**src/rtl/core/fbp_pkg.sv**
```systemverilog
// fbp_pkg: shared types, constants and the coefficient ROM of the band-pass FIR.
// No dependencies; imported by fbp_mac and fir_bandpass_filter_51tap_top.
`timescale 1ns / 1ps

package fbp_pkg;

	// default configuration of the top level
	localparam int DEF_TAPS         = 51;
	localparam int DEF_SAMPLE_WIDTH = 16;
	localparam int DEF_COEFF_SHIFT  = 8;

	// coefficient ROM geometry
	localparam int ROM_LEN   = 51;
	localparam int ROM_IDX_W = 6;
	localparam int COEF_W    = 11;
	localparam int TAP_IDX_W = 8;

	localparam logic signed [COEF_W-1:0] COEF_ROM [ROM_LEN] = '{
		-11'sd7,   11'sd0,  -11'sd10,  -11'sd7,   -11'sd1,  -11'sd20,
		-11'sd3,  -11'sd13, -11'sd25,   11'sd0,  -11'sd36,  -11'sd16,
		-11'sd15, -11'sd52,  11'sd1,   -11'sd53, -11'sd37,  -11'sd4,
		-11'sd93,  11'sd15, -11'sd66,  -11'sd80,  11'sd74,  -11'sd244,
		 11'sd214, 11'sd954, 11'sd214, -11'sd244, 11'sd74,  -11'sd80,
		-11'sd66,  11'sd15, -11'sd93,  -11'sd4,  -11'sd37,  -11'sd53,
		 11'sd1,  -11'sd52, -11'sd15,  -11'sd16, -11'sd36,   11'sd0,
		-11'sd25, -11'sd13, -11'sd3,   -11'sd20, -11'sd1,   -11'sd7,
		-11'sd10,  11'sd0,  -11'sd7
	};

	// sequencer states
	typedef enum logic [1:0] {
		ST_IDLE,
		ST_RUN,
		ST_DRAIN,
		ST_FINISH
	} seq_state_t;

	// control from the sequencer to the multiply-accumulate unit
	typedef struct packed {
		logic clear;
		logic valid;
	} mac_ctl_t;

	// coefficient of tap k; taps past the ROM have coefficient zero
	function automatic logic signed [COEF_W-1:0] coef_at(input logic [TAP_IDX_W-1:0] k);
		logic signed [COEF_W-1:0] c;
		if (int'(k) < ROM_LEN) begin
			c = COEF_ROM[k[ROM_IDX_W-1:0]];
		end else begin
			c = '0;
		end
		return c;
	endfunction

endpackage

```
**src/rtl/core/fbp_mac.sv**
```systemverilog
// fbp_mac: shared multiply-accumulate unit of the FIR; one tap per cycle.
// Product register, truncate-toward-zero scaling, wrapping accumulator.
// Depends on fbp_pkg.
`timescale 1ns / 1ps

module fbp_mac
	import fbp_pkg::*;
#(
	parameter int SAMPLE_WIDTH = DEF_SAMPLE_WIDTH,
	parameter int COEFF_SHIFT  = DEF_COEFF_SHIFT
) (
	input  logic                           clk,
	input  logic                           arst_n,
	input  mac_ctl_t                       ctl,
	input  logic signed [SAMPLE_WIDTH-1:0] sample,
	input  logic signed [COEF_W-1:0]       coef,
	output logic [SAMPLE_WIDTH-1:0]        acc
);

	localparam int PW = SAMPLE_WIDTH + COEF_W;
	localparam logic signed [PW:0] BIAS = (PW+1)'((64'd1 << COEFF_SHIFT) - 64'd1);

	logic signed [PW-1:0]   prod_s2;
	logic                   vld_s2;
	logic signed [PW:0]     biased;
	logic signed [PW:0]     scaled;
	logic [SAMPLE_WIDTH-1:0] acc_q;

	// product register
	always_ff @(posedge clk) begin
		prod_s2 <= sample * coef;
	end

	always_ff @(posedge clk or negedge arst_n) begin
		if (!arst_n) begin
			vld_s2 <= 1'b0;
		end else begin
			vld_s2 <= ctl.valid && !ctl.clear;
		end
	end

	// divide by 2^COEFF_SHIFT, rounding toward zero for negative products
	always_comb begin
		biased = {prod_s2[PW-1], prod_s2} + (prod_s2[PW-1] ? BIAS : '0);
		scaled = biased >>> COEFF_SHIFT;
	end

	// accumulator keeps only the low bits, so the sum wraps
	always_ff @(posedge clk or negedge arst_n) begin
		if (!arst_n) begin
			acc_q <= '0;
		end else if (ctl.clear) begin
			acc_q <= '0;
		end else if (vld_s2) begin
			acc_q <= acc_q + scaled[SAMPLE_WIDTH-1:0];
		end
	end

	assign acc = acc_q;

endmodule

```
**src/rtl/core/fir_bandpass_filter_51tap_top.sv**
```systemverilog
// fir_bandpass_filter_51tap_top: 51-tap band-pass FIR, one shared MAC walks the taps.
// Depends on fbp_pkg and fbp_mac.
//
// Usage:
//   Input stream s_*: one signed sample per beat in s_tdata. Output stream m_*:
//   one filtered sample per input beat in m_tdata, in order.
//   Each sample is written to a circular delay line (a TAPS-entry memory), then
//   the sequencer reads one tap per cycle, newest sample first, and feeds the
//   shared multiply-accumulate unit (read register, product register, accumulator).
//   Each sample passes through the states in order: accept (ST_IDLE), the tap
//   reads (ST_RUN), draining the MAC pipeline (ST_DRAIN) and loading the output
//   register (ST_FINISH). s_tready is high only between samples.
//   Reset: the delay line reads as all zero through per-entry valid bits cleared
//   at reset; the write pointer returns to slot zero. No clearing pass is needed.
//   Stall: the result sits in an output register until m_tready; a finished
//   sample waits in the sequencer if the previous result has not been taken,
//   and the next input beat is taken only once it has moved to the output.
`timescale 1ns / 1ps

module fir_bandpass_filter_51tap_top
	import fbp_pkg::*;
#(
	parameter int TAPS         = DEF_TAPS,
	parameter int SAMPLE_WIDTH = DEF_SAMPLE_WIDTH,
	parameter int COEFF_SHIFT  = DEF_COEFF_SHIFT,
	localparam int TDATA_W     = ((SAMPLE_WIDTH + 7) / 8) * 8
) (
	input  logic               clk,
	input  logic               arst_n,
	input  logic               s_tvalid,
	output logic               s_tready,
	input  logic [TDATA_W-1:0] s_tdata,   // [SAMPLE_WIDTH-1:0] sample_in, rest zero
	output logic               m_tvalid,
	input  logic               m_tready,
	output logic [TDATA_W-1:0] m_tdata    // [SAMPLE_WIDTH-1:0] sample_out, rest zero
);

	localparam int PTR_W = $clog2(TAPS);

	seq_state_t              state_q, state_d;
	logic [PTR_W-1:0]        wp_q;
	logic [PTR_W-1:0]        rd_idx_q;
	logic [PTR_W-1:0]        tap_q;
	logic                    drain_q;
	logic [TAPS-1:0]         valid_q;
	logic [SAMPLE_WIDTH-1:0] mem [TAPS];

	logic                    accept;
	logic                    issue;
	logic                    out_load;

	logic [SAMPLE_WIDTH-1:0] rd_s1;
	logic                    rdv_s1;
	logic                    vld_s1;
	logic signed [COEF_W-1:0] coef_s1;
	logic signed [SAMPLE_WIDTH-1:0] mac_sample;
	mac_ctl_t                mac_ctl;
	logic [SAMPLE_WIDTH-1:0] acc;

	logic                    m_valid_q;
	logic [SAMPLE_WIDTH-1:0] out_q;

	// state register
	always_ff @(posedge clk or negedge arst_n) begin
		if (!arst_n) begin
			state_q <= ST_IDLE;
		end else begin
			state_q <= state_d;
		end
	end

	// next state and sequencer strobes
	always_comb begin
		state_d  = state_q;
		s_tready = 1'b0;
		issue    = 1'b0;
		out_load = 1'b0;
		case (state_q)
			ST_IDLE: begin
				s_tready = 1'b1;
				if (s_tvalid) begin
					state_d = ST_RUN;
				end
			end
			ST_RUN: begin
				issue = 1'b1;
				if (tap_q == PTR_W'(TAPS - 1)) begin
					state_d = ST_DRAIN;
				end
			end
			ST_DRAIN: begin
				if (drain_q) begin
					state_d = ST_FINISH;
				end
			end
			ST_FINISH: begin
				if (!m_valid_q || m_tready) begin
					out_load = 1'b1;
					state_d  = ST_IDLE;
				end
			end
			default: begin
				state_d = ST_IDLE;
			end
		endcase
	end

	assign accept = s_tvalid && s_tready;

	// pointers, tap counter, drain counter, entry valid bits
	always_ff @(posedge clk or negedge arst_n) begin
		if (!arst_n) begin
			wp_q     <= '0;
			rd_idx_q <= '0;
			tap_q    <= '0;
			drain_q  <= 1'b0;
			valid_q  <= '0;
		end else begin
			if (accept) begin
				valid_q[wp_q] <= 1'b1;
				wp_q          <= (wp_q == PTR_W'(TAPS - 1)) ? '0 : wp_q + 1'b1;
				rd_idx_q      <= wp_q;
				tap_q         <= '0;
			end
			if (issue) begin
				tap_q    <= tap_q + 1'b1;
				rd_idx_q <= (rd_idx_q == '0) ? PTR_W'(TAPS - 1) : rd_idx_q - 1'b1;
			end
			drain_q <= (state_q == ST_DRAIN) ? !drain_q : 1'b0;
		end
	end

	// delay line memory, registered read
	always_ff @(posedge clk) begin
		if (accept) begin
			mem[wp_q] <= s_tdata[SAMPLE_WIDTH-1:0];
		end
		rd_s1   <= mem[rd_idx_q];
		rdv_s1  <= valid_q[rd_idx_q];
		coef_s1 <= coef_at(TAP_IDX_W'(tap_q));
	end

	always_ff @(posedge clk or negedge arst_n) begin
		if (!arst_n) begin
			vld_s1 <= 1'b0;
		end else begin
			vld_s1 <= issue;
		end
	end

	// never-written entries read as zero
	assign mac_sample    = rdv_s1 ? signed'(rd_s1) : '0;
	assign mac_ctl.clear = accept;
	assign mac_ctl.valid = vld_s1;

	fbp_mac #(
		.SAMPLE_WIDTH(SAMPLE_WIDTH),
		.COEFF_SHIFT (COEFF_SHIFT)
	) u_mac (
		.clk   (clk),
		.arst_n(arst_n),
		.ctl   (mac_ctl),
		.sample(mac_sample),
		.coef  (coef_s1),
		.acc   (acc)
	);

	// output register
	always_ff @(posedge clk or negedge arst_n) begin
		if (!arst_n) begin
			m_valid_q <= 1'b0;
		end else if (out_load) begin
			m_valid_q <= 1'b1;
		end else if (m_tready) begin
			m_valid_q <= 1'b0;
		end
	end

	always_ff @(posedge clk) begin
		if (out_load) begin
			out_q <= acc;
		end
	end

	assign m_tvalid = m_valid_q;
	assign m_tdata  = TDATA_W'(out_q);

	// checks
	a_accept_starts_run: assert property (@(posedge clk) disable iff (!arst_n)
		accept |=> (state_q == ST_RUN) && (tap_q == '0))
		else $error("accepted beat did not start the tap walk at tap zero");

	a_no_overwrite: assert property (@(posedge clk) disable iff (!arst_n)
		out_load |-> (!m_valid_q || m_tready))
		else $error("output register overwritten while holding an untaken beat");

	a_index_range: assert property (@(posedge clk) disable iff (!arst_n)
		issue |-> (int'(rd_idx_q) < TAPS) && (int'(tap_q) < TAPS))
		else $error("tap read index out of range");

endmodule
```
**config.mk**
```make
export PLATFORM = sky130hd
export DESIGN_NAME = fir_bandpass_filter_51tap_top
export DESIGN_NICKNAME = d
export VERILOG_FILES = /design/src/rtl/core/fbp_pkg.sv /design/src/rtl/core/fbp_mac.sv /design/src/rtl/core/fir_bandpass_filter_51tap_top.sv
export SDC_FILE = /design/constraint.sdc
export NUM_CORES = 2
export LEC_CHECK = 0
export BUFFER_PORTS_ARGS = -buffer_cell sky130_fd_sc_hd__buf_4
export CORE_MARGIN = 5
export CORE_UTILIZATION = 25
export CTS_CLUSTER_SIZE = 24
export DETAILED_ROUTE_END_ITERATION = 12
export PLACE_DENSITY = 0.38
export SETUP_SLACK_MARGIN = 0.1
export SLEW_MARGIN = 5
export SYNTH_ARGS = -nofsm -noshare
export SYNTH_HDL_FRONTEND = slang
export SYNTH_SLANG_ARGS = --single-unit
```
**constraint.sdc**
```tcl
create_clock -name clk -period 17.25 [get_ports clk]
set_clock_uncertainty 0.15 [all_clocks]
set_input_delay 3.45 -clock clk [delete_from_list [all_inputs] [get_ports clk]]
set_output_delay 3.45 -clock clk [all_outputs]
set_load 0.01 [all_outputs]
```
* After elaboration in Yosys (flattened, before gate mapping)
Memory sizes are Yosys's and may differ from the RTL's. A register that Yosys moved wholly into a read port is not among the register bits.
Cells that the tools add are included.
** Storage, ports and cells
- Output and inout port bits :: 18
- Flip-flop bits (word level) :: 135
- Input port bits :: 20
- Bits in writable memories :: 816
- Word-level logic and storage cells :: 78
- Memories kept :: 2
- ROM bits :: 704
** Cells by class
- Bitwise operators :: 2
- $mul :: 1
- Eq/ne operators :: 9
- $lt $le $gt $ge :: 4
- Reductions and logical operators :: 14
- Add/subtract/negate cells :: 5
- Mux-type cells :: 28
** Memory list
- mem :: words 51, width 16, read ports 1, clocked after Yosys merged registers in 1, wr ports 1, line fir_bandpass_filter_51tap_top.sv:46 : logic [SAMPLE_WIDTH-1:0] mem [TAPS];
- (no name shown) :: words 64, width 11, read ports 1, clocked after Yosys merged registers in 1, wr ports 0, line fbp_pkg.sv:48 : c = COEF_ROM[k[ROM_IDX_W-1:0]];
** Operators with widths (number)
- $or A51 B51 Y51 :: 1
- $mux W16 :: 3
- $mux W6 :: 6
- $mul A16 B11 Y27 :: 1
- $add A24 B24 Y24 :: 1
- $add A16 B16 Y16 :: 1
- $lt A6 B7 Y1 const B :: 2
- $add A6 B1 Y6 const B :: 2
- $eq A6 B6 Y1 const B :: 2
- $mux W1 :: 11
- $mux W2 :: 4
- $mux W8 :: 1
- $ne A2 B2 Y1 const B :: 4
- $pmux W2 S4 :: 1
- $not A6 Y7 :: 1
- $bmux W1 S6 :: 1
- $demux W1 S6 :: 1
- $ge A6 B1 Y1 const B :: 1
- $logic_not A6 Y1 :: 1
- $lt A6 B6 Y1 const B :: 1
- $reduce_bool A2 Y1 :: 3
- $sub A6 B1 Y6 const B :: 1
- $eq A2 B2 Y1 const B :: 2
- $logic_not A1 Y1 :: 4
- other kinds (5) :: 7

* Depth between registers and ports, before layout
- Depth after elaboration :: 5
- Mapped depth :: 22
- Mapped depth without buffers :: 20

* By module
From an unflattened synthesis, not the netlist that was laid out.
** Unflattened totals
- Cell total of the unflattened synthesis :: 2907
- Area total of the unflattened synthesis :: 45341.0 um^2
** By module, submodules not included
- fir_bandpass_filter_51tap_top :: seq. area each 27376.3 um^2, cells each 1957, area each 36775.3 um^2, instances 1
- fbp_mac :: seq. area each 925.9 um^2, cells each 950, area each 8565.7 um^2, instances 1

* Worst setup path after synthesis
Ideal clock, no wire load.
- Kind :: register -> register
- From :: register rdv_s1
- To :: register u_mac.prod_s2[21]
- Setup time :: 0.072 ns
- Path buffers :: 2
- Data arrival time :: 5.291 ns
- Clock period less this slack :: 5.513 ns
- Cell stages (with the launch flop) :: 21
- Setup slack :: 11.737 ns
- Required time :: 17.028 ns
- Cells stage by stage :: dfxtp_1 clkbuf_1 and2_1 clkbuf_1 nand2_1 fa_1 fa_1 fa_1 inv_1 fa_1 inv_1 fa_1 inv_1 ha_1 o21a_1 o22ai_1 o311a_1 o31ai_1 a21oi_1 o21ai_0 xor2_1
** On the way
- Word-level cells in the longest chain between the ends :: 2
** Ends and longest elaborated chain
- start: declaration :: line fir_bandpass_filter_51tap_top.sv:53 : logic rdv_s1;
- start signal: assignment :: line fir_bandpass_filter_51tap_top.sv:139 : rdv_s1 <= valid_q[rd_idx_q];
- $mux W16 :: line fir_bandpass_filter_51tap_top.sv:152 : assign mac_sample = rdv_s1 ? signed'(rd_s1) : '0;
- $mul A16 B11 Y27 :: line fbp_mac.sv:31 : prod_s2 <= sample * coef;
- end signal: assignment :: line fbp_mac.sv:31
- end: declaration :: line fbp_mac.sv:23 : logic signed [PW-1:0] prod_s2;
No other way between the ends.
A chain may end at the register's enable or synchronous reset.

* Worst setup path after layout
Same ends and word-level chain as after synthesis.

==> out/qor.csv <==
metric,value,unit
placed inst area,47900,um^2
worst min-delay path class,flip-flop to flip-flop,
buffer depth of the longest clock path,3,
Critical Path AT,6.98,ns
Routed Antenna Nets,0,
ys async rst share,9.33,%
Crit Path Max Fanout,80,
"Slew Viols, Final",0,
Syn Nets,2939,
Worst-path clk slew,0.06,ns
Die H,433,um
hold buffers post-CTS,0,
Main synth FF type,edfxtp_1,
I/O pin cnt,38,
ratio of cells with drive above 1 in the final layout,22.5,%
synth unique cells,64,
period utilization,37.8,%
Post-synth EDFFs,832,
largest net degree at the start of global routing,89,
dominant cells by area after synthesis,"edfxtp_1 56%, mux4_2 14%, fa_1 7.0%",
CTS Buf Count,110,
first-iteration detailed-routing DRC count,1698,
CP endpoint kind,flip-flop,
IO buf count,37,
initial antenna violation count,10,
total placed cells including tap cells,4960,
cells along the critical path,"and2_1, nand2_1, fa_1, fa_1, fa_1, inv_1, fa_1, inv_1, fa_1, inv_1, ha_1, o21a_1, o22ai_1, o311a_1, o31ai_1, a21oi_1, o21ai_0, xor2_1",
Synth warnings,0,
DRT Pass-1 Iters,5,
Slew @ Worst Pin,1.16,ns
via count,23000,
final-layout fill cell count,17600,
total number of H-tree levels,3,
Final TNS setup,0,ns
crit path launch,rdv_s1$_DFF_P_,
vias in the first global route,24800,
outcome,completed,
Mapped Avg Cell Area,16.8,um^2
total track usage,12.7,%
vias per cell,4.44,
"Cell Area, Synth",44700,um^2
# clock sinks,975,
latest clock arrival within the worst-skew pair,0.74,ns
Yosys reg bits,975,
CP max-delay cell,dfxtp_2,
Worst path top cell family by delay,adder cells,
Finished Layout Cells,5173,
final net count,2995,
Final min period,6.52,ns
worst r2r src,rdv_s1$_DFF_P_,
num rows,155,
Starting Density,25.1,%
slew margin rel.,22.6,%
"Top cell by count, worst path",fa_1,
P&R area growth vs syn,15.4,%
grt ovf,0,
Post-DP HPWL,75400,um
number of buffers and inverters on the critical path,3,
Post-Syn Instances,2661,
Critical Path RT,17.71,ns
number of remaining DRC errors,0,
Synth area leader,edfxtp_1,
first-pass GRT wire length,174000,um
area share of the largest cell type after synthesis,55.8,%
max cap viols,0,
"slowest stage delay, CP",1.10,ns
Layout Utilization,29.0,%
Post-CTS Setup Bufs,0,
wire per inst,23.0,um
Final setup viols,0,
CTS resizes,0,
Fmax achieved,0.153,GHz
worst hold path startpoint,drain_q$_DFF_PN0_,
"wirelength, routed",119000,um
fin area,51600,um^2
"Hold Vio Cnt, Final",0,
WS Path Type,flip-flop to flip-flop,
CP Launch Type,flip-flop,
RSZ-0062 raised after global routing,no,
Final Wtd Congestion,0.760,
core area,178000,um^2
die area,188000,um^2
"Seq/Total Area, Yosys",63.3,%
Chip Width,433,um
CTS tree,done,
Root Buffer,clkbuf_16,
state kept, by name (all words and copies together) (netlist names), 10 cells and up:
| signal | flops |
|---|---|
| coef_s1 | 10 |
| valid_q | 51 |
| rd_s1 | 16 |
| u_mac.prod_s2 | 25 |
| u_mac.acc | 16 |
| mem | 816 |
| m_tdata | 16 |
cell usage in the layout, fill, tap and decap left out, types with 15 or more instances in the layout:
| cell | Yosys | layout |
|---|---|---|
| edfxtp_1 | 832 | 832 |
| mux4_2 | 273 | 273 |
| inv_1 | 209 | 209 |
| nand2_1 | 180 | 180 |
| fa_1 | 157 | 157 |
| clkbuf_16 | 0 | 111 |
| ha_1 | 101 | 101 |
| dfrtp_1 | 91 | 87 |
| buf_4 | 1 | 75 |
| nor2_1 | 117 | 69 |
| o21ai_0 | 64 | 64 |
| and3_1 | 60 | 60 |
| or2_2 | 55 | 55 |
| dfxtp_1 | 52 | 51 |
| a21oi_1 | 49 | 49 |
| xnor2_1 | 41 | 41 |
| nor2_2 | 0 | 40 |
| mux2i_1 | 30 | 30 |
| clkinv_2 | 0 | 28 |
| nand3_1 | 26 | 26 |
| clkinv_1 | 2 | 21 |
| nor3_1 | 19 | 19 |
| and2_1 | 18 | 18 |
| clkbuf_1 | 96 | 17 |
| xor2_1 | 15 | 15 |
cell type report:
| cell class | instances | area (um^2) | area share, % |
|---|---|---|---|
| Tap cell | 2355 | 2950 | 5.71 |
| Sequential cell | 975 | 28300 | 54.8 |
| Clock buffer | 135 | 2940 | 5.69 |
| Antenna cell | 6 | 15.0 | 0.0291 |
| Clock inverter | 72 | 768 | 1.49 |
| Timing Repair Buffer | 76 | 583 | 1.13 |
| Multi-Input combinational cell | 1343 | 15300 | 29.6 |
| Inverter | 211 | 792 | 1.53 |
per-layer routing:
layer,track usage (%),part of all wire [%],vias to the layer above,wire length (um)
li1,-,-,10200,-
met1,16.0,43,12200,50700
met5,0,0,-,0
met3,2.32,3.9,183,4640
met4,3.98,3.0,0,3590
met2,22.1,50,427,60000
path summary, 6_finish.rpt:
check	depth (start not counted)	slack, ns	to
max	18	10.73	u_mac.prod_s2[21]$_DFF_P_
min	1	0.27	drain_q$_DFF_PN0_
max reg2reg	18	10.73	u_mac.prod_s2[21]$_DFF_P_
min reg2reg	1	0.27	drain_q$_DFF_PN0_
max in group asynchronous	2	12.91	rd_idx_q[3]$_DFFE_PN0P_
min in group asynchronous	1	2.61	valid_q[12]$_DFFE_PN0P_
cells by family after synthesis:
| group | count (synthesis) | synth area share, % |
|---|---|---|
| flip-flops | 975 | 63.3 |
| AND/OR/NAND/NOR | 525 | 5.60 |
| buffers and inverters | 343 | 2.98 |
| multiplexers | 303 | 14.4 |
| adder cells (fa/ha/maj) | 259 | 9.87 |
| AO/OA/AOI/OAI | 200 | 2.79 |
| XOR/XNOR | 56 | 1.10 |
synthesized netlist by cell type (all sizes together), types with 3 or more instances:
| master | instances |
|---|---|
| inv | 209 |
| a211o | 4 |
| a31oi | 4 |
| xnor2 | 41 |
| mux4 | 273 |
| nor2b | 8 |
| fa | 157 |
| a21oi | 49 |
| nand3 | 26 |
| mux2i | 30 |
| and2 | 20 |
| nor3 | 19 |
| clkbuf | 96 |
| o21bai | 4 |
| dfxtp | 52 |
| buf | 36 |
| or3 | 6 |
| o22ai | 9 |
| a211oi | 11 |
| o211ai | 6 |
| nand2 | 180 |
| and4 | 3 |
| nand3b | 5 |
| o31ai | 8 |
| nand2b | 8 |
| xor2 | 15 |
| nand4 | 10 |
| a311oi | 5 |
| or2 | 55 |
| nor4 | 4 |
| edfxtp | 832 |
| o21ai | 64 |
| dfrtp | 91 |
| and3 | 60 |
| nor2 | 117 |
| o21a | 10 |
| a21o | 5 |
| ha | 101 |
metrics by stage:
step	setup WS (ns)	hold WS, ns
5_1_grt	10.39	0.304
3_5_place_dp	10.55	0.267
2_1_floorplan	11.74	0.236
6_report	10.73	0.267
4_1_cts	10.76	0.274
3_3_place_gp	10.55	0.247
Power is left out: the tool's default activity adds up to more than one toggle a clock period on the data nets, which glitch-free logic cannot reach.
